File: config.mk
export PLATFORM = sky130hd
export DESIGN_NAME = led_cube_command_and_scan
export DESIGN_NICKNAME = d
export VERILOG_FILES = /design/src/rtl/core/lccs_pkg.sv /design/src/rtl/core/led_cube_command_and_scan.sv
export SDC_FILE = /design/constraint.sdc
export NUM_CORES = 1
export LEC_CHECK = 0
export BUFFER_PORTS_ARGS = -buffer_cell sky130_fd_sc_hd__buf_2
export CORE_UTILIZATION = 45
export CTS_CLUSTER_DIAMETER = 120
export DETAILED_ROUTE_END_ITERATION = 16
export PLACE_DENSITY_LB_ADDON = 0.12
export REMOVE_ABC_BUFFERS = 1
export SLEW_MARGIN = 20
export SYNTH_ARGS = -nofsm -noshare
export SYNTH_HDL_FRONTEND = slang
export SYNTH_SLANG_ARGS = --single-unit
File: constraint.sdc
create_clock -name clk_i -period 3 [get_ports clk_i]
set_input_delay 0.45 -clock clk_i [delete_from_list [all_inputs] [get_ports clk_i]]
set_output_delay 0.45 -clock clk_i [all_outputs]
set_load 0.02 [all_outputs]
File: src/rtl/core/lccs_pkg.sv
`timescale 1ns / 1ps

package lccs_pkg;

  localparam logic [7:0] CMD_DATA     = 8'h00;
  localparam logic [7:0] CMD_SEEK     = 8'h01;
  localparam logic [7:0] CMD_TELL     = 8'h02;
  localparam logic [7:0] CMD_RESET    = 8'h03;
  localparam logic [7:0] CMD_INTERVAL = 8'h04;
  localparam logic [7:0] CMD_IDENTIFY = 8'h2A;
  localparam logic [7:0] CMD_UNLOCK   = 8'h33;
  localparam logic [7:0] CMD_LOCK     = 8'hF3;

  localparam logic [7:0] ANS_IDENTIFY = 8'hD5;
  localparam logic [7:0] ANS_UNKNOWN  = 8'h3F;

  localparam logic [15:0] DEFAULT_INTERVAL_RST = 16'd2;

  typedef enum logic [3:0] {
    PH_CMD      = 4'b0001,
    PH_DATA     = 4'b0010,
    PH_SEEK     = 4'b0100,
    PH_INTERVAL = 4'b1000
  } phase_e;

endpackage

File: src/rtl/core/led_cube_command_and_scan.sv
`timescale 1ns / 1ps

// LED cube command parser and layer scanner. Each input word is either a
// received serial byte (func_i = 0) or a one-millisecond tick (func_i = 1);
// each word yields exactly one output word with the optional answer byte and
// the column and layer drives after that word took effect. A new word is
// accepted every cycle unless out_stall_i holds a full read stage and output
// register; a result passes through the layer memory read and then the
// output register. The layer memory is a synchronous array with one read
// and one byte-enabled write port; per-entry valid bits make it read as zero
// after reset and after the reset command, so no clearing pass is needed.
// The user must write default_interval through cfg_we_i/cfg_wdata_i only
// while the block is idle; the block itself does not enforce this.
module led_cube_command_and_scan
  import lccs_pkg::*;
#(
  parameter int LAYERS      = 2,
  parameter int LAYER_BYTES = 1,
  parameter int COLUMNS     = 4
) (
  input  logic               clk_i,
  input  logic               rst_ni,
  input  logic               cfg_we_i,
  input  logic [15:0]        cfg_wdata_i,
  input  logic               in_valid_i,
  output logic               in_stall_o,
  input  logic               func_i,
  input  logic [7:0]         rx_byte_i,
  output logic               out_valid_o,
  input  logic               out_stall_i,
  output logic               answer_valid_o,
  output logic [7:0]         answer_byte_o,
  output logic [COLUMNS-1:0] column_drive_o,
  output logic [LAYERS-1:0]  layer_drive_o
);

  localparam int LW   = (LAYERS > 1) ? $clog2(LAYERS) : 1;
  localparam int IDXW = (LAYER_BYTES > 1) ? $clog2(LAYER_BYTES) : 1;
  localparam int DW   = 8 * LAYER_BYTES;
  localparam int CW   = (COLUMNS < DW) ? COLUMNS : DW;

  function automatic logic [LW-1:0] mod_layers(input logic [7:0] b);
    logic [11:0] r;
    r = {4'b0, b};
    for (int k = 7; k >= 0; k--) begin
      if (r >= 12'(LAYERS << k)) begin
        r = r - 12'(LAYERS << k);
      end
    end
    return LW'(r);
  endfunction

  // control state
  logic [15:0]       dflt_intv_q;
  logic              lock_q, lock_d;
  phase_e            phase_q, phase_d;
  logic [IDXW-1:0]   idx_q, idx_d;
  logic [7:0]        wpos_q, wpos_d;
  logic [LW-1:0]     slot_q, slot_d;
  logic [15:0]       intv_q, intv_d;
  logic [LAYERS-1:0] vld_q, vld_d;
  logic [LW-1:0]     shown_q, shown_d;
  logic [15:0]       cnt_q, cnt_d;

  logic              accept;
  logic              adv_layer;
  logic [15:0]       cnt_inc;
  logic              ans_v;
  logic [7:0]        ans_b;

  // memory write
  logic                   we;
  logic [LAYER_BYTES-1:0] wbe;
  logic [DW-1:0]          wdata;
  logic [DW-1:0]          mem_q [LAYERS];

  // read stage
  logic                   p1_valid_q;
  logic                   p1_ans_v_q;
  logic [7:0]             p1_ans_b_q;
  logic                   p1_lock_q;
  logic [LW-1:0]          p1_shown_q;
  logic                   p1_ent_vld_q;
  logic                   p1_fwd_q;
  logic [LAYER_BYTES-1:0] p1_be_q;
  logic [DW-1:0]          p1_wdata_q;
  logic [DW-1:0]          rd_q;
  logic                   p1_adv;

  logic [DW-1:0]          p1_data;
  logic [COLUMNS-1:0]     p1_cols;
  logic [LAYERS-1:0]      p1_lays;

  // output register
  logic                   out_valid_q;
  logic                   ans_v_q;
  logic [7:0]             ans_b_q;
  logic [COLUMNS-1:0]     cols_q;
  logic [LAYERS-1:0]      lays_q;

  assign p1_adv     = !out_valid_q || !out_stall_i;
  assign in_stall_o = p1_valid_q && !p1_adv;
  assign accept     = in_valid_i && !in_stall_o;

  always_comb begin
    lock_d    = lock_q;
    phase_d   = phase_q;
    idx_d     = idx_q;
    wpos_d    = wpos_q;
    slot_d    = slot_q;
    intv_d    = intv_q;
    vld_d     = vld_q;
    shown_d   = shown_q;
    cnt_d     = cnt_q;
    adv_layer = 1'b0;
    cnt_inc   = cnt_q + 16'd1;
    ans_v     = 1'b0;
    ans_b     = 8'h00;
    we        = 1'b0;

    for (int j = 0; j < LAYER_BYTES; j++) begin
      wbe[j]          = !vld_q[slot_q] || (idx_q == IDXW'(j));
      wdata[j*8 +: 8] = (idx_q == IDXW'(j)) ? rx_byte_i : 8'h00;
    end

    if (accept) begin
      if (func_i) begin
        if (!lock_q) begin
          if (cnt_inc >= intv_q) begin
            adv_layer = 1'b1;
          end else begin
            cnt_d = cnt_inc;
          end
        end
      end else begin
        unique case (phase_q)
          PH_DATA: begin
            we            = 1'b1;
            vld_d[slot_q] = 1'b1;
            if (idx_q == IDXW'(LAYER_BYTES - 1)) begin
              idx_d   = '0;
              wpos_d  = wpos_q + 8'd1;
              slot_d  = (wpos_q == 8'hFF || slot_q == LW'(LAYERS - 1)) ? '0
                                                                       : slot_q + LW'(1);
              phase_d = PH_CMD;
            end else begin
              idx_d = idx_q + IDXW'(1);
            end
          end
          PH_SEEK: begin
            wpos_d  = rx_byte_i;
            slot_d  = mod_layers(rx_byte_i);
            phase_d = PH_CMD;
          end
          PH_INTERVAL: begin
            intv_d  = {8'h00, rx_byte_i};
            phase_d = PH_CMD;
          end
          PH_CMD: begin
            if (!lock_q || rx_byte_i == CMD_UNLOCK) begin
              unique case (rx_byte_i)
                CMD_DATA: begin
                  phase_d = PH_DATA;
                  idx_d   = '0;
                end
                CMD_SEEK:     phase_d = PH_SEEK;
                CMD_TELL: begin
                  ans_v = 1'b1;
                  ans_b = 8'(slot_q);
                end
                CMD_RESET: begin
                  vld_d  = '0;
                  wpos_d = 8'h00;
                  slot_d = '0;
                  intv_d = dflt_intv_q;
                end
                CMD_INTERVAL: phase_d = PH_INTERVAL;
                CMD_IDENTIFY: begin
                  ans_v = 1'b1;
                  ans_b = ANS_IDENTIFY;
                end
                CMD_UNLOCK: begin
                  lock_d    = 1'b0;
                  adv_layer = 1'b1;
                end
                CMD_LOCK:     lock_d = 1'b1;
                default: begin
                  ans_v = 1'b1;
                  ans_b = ANS_UNKNOWN;
                end
              endcase
            end
          end
          default: phase_d = PH_CMD;
        endcase
      end
      if (adv_layer) begin
        shown_d = (shown_q == LW'(LAYERS - 1)) ? '0 : shown_q + LW'(1);
        cnt_d   = 16'd0;
      end
    end
  end

  always_ff @(posedge clk_i or negedge rst_ni) begin
    if (!rst_ni) begin
      dflt_intv_q <= DEFAULT_INTERVAL_RST;
      lock_q      <= 1'b1;
      phase_q     <= PH_CMD;
      idx_q       <= '0;
      wpos_q      <= 8'h00;
      slot_q      <= '0;
      intv_q      <= DEFAULT_INTERVAL_RST;
      vld_q       <= '0;
      shown_q     <= LW'(LAYERS - 1);
      cnt_q       <= 16'd0;
      p1_valid_q  <= 1'b0;
      out_valid_q <= 1'b0;
    end else begin
      if (cfg_we_i) begin
        dflt_intv_q <= cfg_wdata_i;
      end
      lock_q  <= lock_d;
      phase_q <= phase_d;
      idx_q   <= idx_d;
      wpos_q  <= wpos_d;
      slot_q  <= slot_d;
      intv_q  <= intv_d;
      vld_q   <= vld_d;
      shown_q <= shown_d;
      cnt_q   <= cnt_d;
      if (accept) begin
        p1_valid_q <= 1'b1;
      end else if (p1_adv) begin
        p1_valid_q <= 1'b0;
      end
      if (p1_adv) begin
        out_valid_q <= p1_valid_q;
      end
    end
  end

  // layer memory: read of the new shown layer, byte-enabled write
  always_ff @(posedge clk_i) begin
    if (accept) begin
      rd_q <= mem_q[shown_d];
    end
    if (we) begin
      for (int j = 0; j < LAYER_BYTES; j++) begin
        if (wbe[j]) begin
          mem_q[slot_q][j*8 +: 8] <= wdata[j*8 +: 8];
        end
      end
    end
  end

  always_ff @(posedge clk_i) begin
    if (accept) begin
      p1_ans_v_q   <= ans_v;
      p1_ans_b_q   <= ans_b;
      p1_lock_q    <= lock_d;
      p1_shown_q   <= shown_d;
      p1_ent_vld_q <= vld_d[shown_d];
      p1_fwd_q     <= we && (slot_q == shown_d);
      p1_be_q      <= wbe;
      p1_wdata_q   <= wdata;
    end
  end

  // same-entry write forwarding over the read-before-write memory
  always_comb begin
    for (int j = 0; j < LAYER_BYTES; j++) begin
      p1_data[j*8 +: 8] = (p1_fwd_q && p1_be_q[j]) ? p1_wdata_q[j*8 +: 8]
                                                  : rd_q[j*8 +: 8];
    end
    if (!p1_ent_vld_q || p1_lock_q) begin
      p1_data = '0;
    end
    p1_cols         = '0;
    p1_cols[CW-1:0] = p1_data[CW-1:0];
    p1_lays         = p1_lock_q ? '0 : (LAYERS'(1) << p1_shown_q);
  end

  always_ff @(posedge clk_i) begin
    if (p1_adv && p1_valid_q) begin
      ans_v_q <= p1_ans_v_q;
      ans_b_q <= p1_ans_b_q;
      cols_q  <= p1_cols;
      lays_q  <= p1_lays;
    end
  end

  assign out_valid_o    = out_valid_q;
  assign answer_valid_o = ans_v_q;
  assign answer_byte_o  = ans_b_q;
  assign column_drive_o = cols_q;
  assign layer_drive_o  = lays_q;

endmodule
Word level (Yosys, flattened, before mapping)
Memory sizes are Yosys's and may differ from the RTL's. A register that Yosys moved wholly into a read port is not among the register bits.
Cells that the tools add are included.
{"block": "op_classes", "reduce_logical": 31, "n_shift": 1, "n_eq_ne": 20, "addsub": 12, "n_lt_le_gt_ge": 11, "bitwise_logic": 5, "muxes": 87}
{"operator": "12-bit two-way mux", "n": 24}
{"operator": "16-bit two-way mux", "n": 6}
{"operator": "8-bit one-hot mux with 3 select lines", "n": 2}
{"operator": "1-bit two-way mux", "n": 36}
{"operator": "8-bit two-way mux", "n": 4}
{"operator": "16-bit one-hot mux with 2 select lines", "n": 1}
{"operator": "16-bit by 1-bit adder with 16-bit output (second input constant)", "n": 1}
{"operator": "8-bit by 2-bit == test with 1-bit output (second input constant)", "n": 2}
{"operator": "8-bit by 6-bit == test with 1-bit output (second input constant)", "n": 2}
{"operator": "8-bit == test (second input constant)", "n": 2}
{"operator": "16-bit greater-or-equal comparator", "n": 1}
{"operator": "5-bit AND reduction", "n": 3}
{"operator": "12-bit by 2-bit greater-or-equal comparator with 1-bit output (second input constant)", "n": 1}
{"operator": "12-bit by 3-bit greater-or-equal comparator with 1-bit output (second input constant)", "n": 1}
{"operator": "12-bit by 4-bit greater-or-equal comparator with 1-bit output (second input constant)", "n": 1}
{"operator": "12-bit by 5-bit greater-or-equal comparator with 1-bit output (second input constant)", "n": 1}
{"operator": "12-bit by 6-bit greater-or-equal comparator with 1-bit output (second input constant)", "n": 1}
{"operator": "12-bit by 7-bit greater-or-equal comparator with 1-bit output (second input constant)", "n": 1}
{"operator": "4-bit two-way mux", "n": 3}
{"operator": "4-bit one-hot mux with 3 select lines", "n": 1}
{"operator": "12-bit by 3-bit subtractor with 12-bit output (second input constant)", "n": 1}
{"operator": "12-bit by 4-bit subtractor with 12-bit output (second input constant)", "n": 1}
{"operator": "12-bit by 5-bit subtractor with 12-bit output (second input constant)", "n": 1}
{"operator": "12-bit by 6-bit subtractor with 12-bit output (second input constant)", "n": 1}
{"operator": "other kinds (37)", "n": 69}
{"block": "totals", "output_inout_bits": 17, "register_bits": 101, "input_bits": 30, "ram_bits": 16, "elab_cells": 192, "mem_count": 1}
{"memory": "mem_q", "words": 2, "word_bits": 8, "rd": 1, "rd_ports_with_merged_regs": 1, "write_ports": 1, "line_no": "led_cube_command_and_scan.sv:75", "text": "logic [DW-1:0] mem_q [LAYERS];"}

Logic depth before layout (Yosys ltp)
{"block": "logic_depth", "ltp_word": 35, "depth_mapped": 14, "ltp_nobuf": 13}

Worst setup path after synthesis
No wires, ideal clock.
{"block": "synth_timing", "path_type": "flip-flop to flip-flop", "from": "register cnt_q[2]", "to": "register p1_fwd_q, data pin", "setup_slack_ns": -0.265, "path_stages_with_launch": 13, "t_arrival_ns": 3.005, "path_buffers": 0, "t_required_ns": 2.740, "setup_time_ns": 0.260, "period_less_slack_ns": 3.265, "cell_sequence": "dfrtp_1 and3_1 and3_1 and3_1 and3_1 xor2_1 ha_1 a21oi_1 o21a_1 a2bb2oi_1 a21oi_4 xnor2_2 mux2_2"}
{"block": "synth_via", "elab_chain_cells": 10}
{"element": "start, declared", "line_no": "led_cube_command_and_scan.sv:63", "text": "logic [15:0] cnt_q, cnt_d;"}
{"element": "start signal, assigned", "line_no": "led_cube_command_and_scan.sv:230", "text": "cnt_q <= cnt_d;"}
{"element": "16-bit by 1-bit adder with 16-bit output", "line_no": "led_cube_command_and_scan.sv:116", "text": "cnt_inc = cnt_q + 16'd1;"}
{"element": "16-bit greater-or-equal comparator", "line_no": "led_cube_command_and_scan.sv:129", "text": "if (cnt_inc >= intv_q) begin"}
{"element": "1-bit two-way mux", "line_no": "led_cube_command_and_scan.sv:129"}
{"element": "1-bit two-way mux", "line_no": "led_cube_command_and_scan.sv:128", "text": "if (!lock_q) begin"}
{"element": "1-bit two-way mux", "line_no": "led_cube_command_and_scan.sv:127", "text": "if (func_i) begin"}
{"element": "1-bit two-way mux", "line_no": "led_cube_command_and_scan.sv:126", "text": "if (accept) begin"}
{"element": "1-bit two-way mux", "line_no": "led_cube_command_and_scan.sv:197", "text": "if (adv_layer) begin"}
{"element": "1-bit two-way mux", "line_no": "led_cube_command_and_scan.sv:126"}
{"element": "1-bit == test", "line_no": "led_cube_command_and_scan.sv:263", "text": "p1_fwd_q <= we && (slot_q == shown_d);"}
{"element": "1-bit logical AND", "line_no": "led_cube_command_and_scan.sv:263"}
{"element": "end signal, assigned", "line_no": "led_cube_command_and_scan.sv:263"}
{"element": "end, declared", "line_no": "led_cube_command_and_scan.sv:84", "text": "logic p1_fwd_q;"}
No other way between the ends. The select of a mux whose other input is x is not followed.
A chain may end at the register's enable or synchronous reset.

Worst setup path after layout
{"block": "layout_timing", "from": "register cnt_q[3]", "to": "register p1_ent_vld_q, data pin"}
{"block": "layout_via", "elab_chain_cells": 10}
{"element": "16-bit by 1-bit adder with 16-bit output", "line_no": "led_cube_command_and_scan.sv:116"}
{"element": "16-bit greater-or-equal comparator", "line_no": "led_cube_command_and_scan.sv:129"}
{"element": "1-bit two-way mux", "line_no": "led_cube_command_and_scan.sv:129"}
{"element": "1-bit two-way mux", "line_no": "led_cube_command_and_scan.sv:128"}
{"element": "1-bit two-way mux", "line_no": "led_cube_command_and_scan.sv:127"}
{"element": "1-bit two-way mux", "line_no": "led_cube_command_and_scan.sv:126"}
{"element": "1-bit two-way mux", "line_no": "led_cube_command_and_scan.sv:197"}
{"element": "1-bit two-way mux", "line_no": "led_cube_command_and_scan.sv:126"}
{"element": "1-bit two-way mux (implied by the code) (2 in a row)", "line_no": "led_cube_command_and_scan.sv:262", "text": "p1_ent_vld_q <= vld_d[shown_d];"}
{"element": "end signal, assigned", "line_no": "led_cube_command_and_scan.sv:262"}
{"element": "end, declared", "line_no": "led_cube_command_and_scan.sv:83", "text": "logic p1_ent_vld_q;"}
No other way between the ends. The select of a mux whose other input is x is not followed.

==> impl_metrics.env <==
export IMPL_setup_viol=19
export IMPL_globalplace_congestion=0.8278
export IMPL_status="complete, but fails checks"
export IMPL_clk_latency_ns=0.34
export IMPL_drc=0
export IMPL_wire_per_inst_um=15.04
export IMPL_synth_async_reset_ratio_pct=65.05
export IMPL_fin_area_um2=6301
export IMPL_slew_viol_final=0
export IMPL_finalWirelength_um=10600
export IMPL_clkTransAtPathRegs_ns=0.07
export IMPL_die_height_um=109.1
export IMPL_hold_path_class="primary input to asynchronous set/reset pin"
export IMPL_final_cell_mix="62 x dfrtp_1, 46 x nand2_1, 46 x buf_2"
export IMPL_period_needed_ns=3.221
export IMPL_violations="setup timing"
export IMPL_die_x_um=109.1
export IMPL_placed_area_um2=5774
export IMPL_grt_pass1_wl_um=17820
export IMPL_nNetsFinal=608
export IMPL_grt_pass1_vias=3566
export IMPL_yosysSeqAreaShare_pct=53.55
export IMPL_areaGrowthSynthToFinish_pct=22.08
export IMPL_worstPathCellList="and3_4 > and3_4 > and3_4 > and3_4 > xor2_2 > ha_1 > nand4_1 > nor4_2 > a2bb2oi_2 > a21oi_4 > xnor2_4 > buf_12 > mux2_4"
export IMPL_max_cap_violations=0
export IMPL_setup_slack_ns=-0.2211
export IMPL_final_util_pct=57.37
export IMPL_portBuffers=46
export IMPL_required_ns=3.09
export IMPL_synth_area_per_cell_um2=10.80
export IMPL_grt_overflow=0
export IMPL_fmaxAchievable_mhz=310.5
export IMPL_drive_gt1_share_pct=29.20
export IMPL_yosys_warnings=0
export IMPL_rows=38
export IMPL_path_common_cell="and3_4"
export IMPL_start_util_pct=46.99
export IMPL_fin_total_pwr_mw=3.797
export IMPL_placeableCoreArea_um2=10980
export IMPL_cts_sinks=103
export IMPL_path_max_fanout=7
export IMPL_period_share_pct=107.4
export IMPL_p_per_area_nw_per_um2=602.7
export IMPL_antenna_found_initial=0
export IMPL_grt_max_degree=45
export IMPL_p_leak_nw=2.771
export IMPL_dr_pass1_iters=4
export IMPL_dieArea_um2=11900
export IMPL_cts_tree="yes"
export IMPL_synthCells=478
export IMPL_hold_viol=0
export IMPL_gr_usage_all_layers_pct=19.80
export IMPL_reg2reg_slack_ns=-0.22
export IMPL_final_common_cell="dfrtp_1"
export IMPL_num_vias=3726
export IMPL_synth_flop_cell="dfrtp_1"
export IMPL_clock_skew_ns=0.007145
export IMPL_hpwl_um=7665
export IMPL_ys_seq_elements=103
export IMPL_cts_root_buf="clkbuf_16"
export IMPL_viasPerCell=5.285
export IMPL_crit_slowest_cell="dfrtp_1"
export IMPL_n_antenna_cell=0
export IMPL_cts_htree_levels=3
export IMPL_synthesis_area_um2=5161
export IMPL_ir_drop_mv=0.2724
export IMPL_path_buf_inv=1
export IMPL_worst_slew_pin_slew_ns=0.6025
export IMPL_cts_buffers=9
export IMPL_yosys_cell_types_count=58
export IMPL_worstPathArrival_ns=3.31
export IMPL_antenna_left=0
export IMPL_synth_edf_count=36
export IMPL_critPathTopFamily="simple AND/OR/NAND/NOR gates"
export IMPL_max_slew_margin_pct=59.83
export IMPL_grt_setup_unrepaired="true"
export IMPL_start_kind="flip-flop"
export IMPL_max_stage_delay_ns=0.38
export IMPL_crit_type="flip-flop to flip-flop"
export IMPL_clock_path_buffers=2
export IMPL_pin_count=47
export IMPL_drt_iter0_drc=139
export IMPL_worst_setup_path_end_kind="flip-flop"
area by class of cell:
| cell class | count | area (um^2) |
|---|---|---|
| timing repair buffer | 94 | 641.9 |
| fill | 964 | 4682 |
| clock buffer | 9 | 225.2 |
| sequential | 103 | 2764 |
| clock inverter | 7 | 71.32 |
| tap | 140 | 175.2 |
| inverter | 28 | 105.1 |
| multi-input combinational | 324 | 2318 |
worst register-to-register path, delay by kind of cell, from the launching register on:
kind            cells  cell delay (ns)
xor+xnor            2             0.31
compound gates      2             0.33
simple gates        6             1.19
fa+ha+maj           1             0.32
mux                 1             0.30
flops               1             0.38
buf+inv             1             0.15
kinds of logic after synthesis:
family / Yosys count / synth area share, %
multiplexers: 33 / 6.958
flip-flops: 103 / 53.55
AO/OA/AOI/OAI: 101 / 11.95
buffers and inverters: 51 / 4.266
adder cells (fa/ha/maj): 18 / 4.364
XOR/XNOR: 17 / 3.030
AND/OR/NAND/NOR: 155 / 15.88
report_power, final:
| group | switching, mW | leakage (nW) | internal, mW |
|---|---|---|---|
| sequential | 0.0779 | 1.21 | 1.60 |
| combinational | 0.486 | 1.42 | 0.467 |
| clock | 0.512 | 0.145 | 0.650 |
| total | 1.08 | 2.77 | 2.72 |
through the flow:
stage | hold slack [ns] | cells | setup WS [ns] | setup TNS, ns
after detailed placement | 0.4084 | 681 | -0.3760 | -3.564
final | 0.1100 | 705 | -0.2211 | -2.056
after floorplan | 0.1544 | 455 | -0.2733 | -3.294
after global placement | 0.4047 | 681 | -0.3000 | -2.107
after global routing | 0.1453 | 705 | -0.3682 | -5.382
after CTS | 0.1178 | 701 | -0.1832 | -1.406
per-layer routing:
layer  vias up  global-route usage, %  part of all wire [%]  wire, um
li1       1862                      -                     -         -
met1      1785                  28.39                    49      5207
met2        75                  30.46                    47      4930
met3         4                  3.586                   3.7       389
met4         0                  6.081                  0.70        74
met5         -                      0                     0         0
path summary, 6_finish.rpt:
kind | depth (start not counted) | startpoint | end
max | 13 | cnt_q[3] | p1_ent_vld_q
min | 1 | rst_ni | wpos_q[4]
max reg2reg | 13 | cnt_q[3] | p1_ent_vld_q
min reg2reg | 0 | p1_ans_b_q[4] | answer_byte_o[4]
max in group asynchronous | 2 | rst_ni | intv_q[1]
min in group clk_i | 2 | cfg_wdata_i[8] | dflt_intv_q[8]
state kept, by name (all words and copies together) (netlist names), 2 cells and up:
register        cells
dflt_intv_q        16
cnt_q              16
rd_q                4
vld_q               2
p1_ans_b_q          4
wpos_q              8
intv_q             16
layer_drive_o       2
mem_q               8
answer_byte_o       4
column_drive_o      4
p1_wdata_q          4
phase_q             4
repair_timing:
| item | CTS | global route |
|---|---|---|
| pin swaps | 20 | 1 |
| resized for setup | 32 | 3 |
| setup buffers | 5 | 4 |
| hold buffers | 0 | 0 |
| endpoints found under the setup margin | 20 | 23 |
Yosys cell counts (all sizes together), types with 3 or more instances:
cell type / number / area (um^2)
a22o: 8 / 70.07
dfstp: 5 / 131.4
nand2b: 6 / 37.54
mux2: 23 / 259.0
inv: 28 / 105.1
buf: 11 / 70.06
nor3b: 4 / 30.03
nand2: 46 / 172.7
ha: 18 / 225.2
a211oi: 3 / 22.52
edfxtp: 36 / 1081
and3: 13 / 81.33
xnor2: 10 / 95.10
nor2: 29 / 111.4
or3: 5 / 31.28
a31oi: 3 / 18.77
nand3b: 3 / 22.52
o21ai: 48 / 244.0
xor2: 7 / 61.31
or4: 4 / 30.03
and2: 3 / 18.77
or2: 4 / 25.03
a21oi: 22 / 125.1
mux2i: 10 / 100.1
o31ai: 4 / 30.03
nand3: 9 / 45.04
nor4: 3 / 33.78
dfrtp: 62 / 1551
clkbuf: 12 / 45.04
nor4b: 4 / 35.03
nor2b: 13 / 81.33
o21a: 3 / 22.52
nor3: 4 / 20.02
No activity file was read; power rests on OpenSTA's default activity.
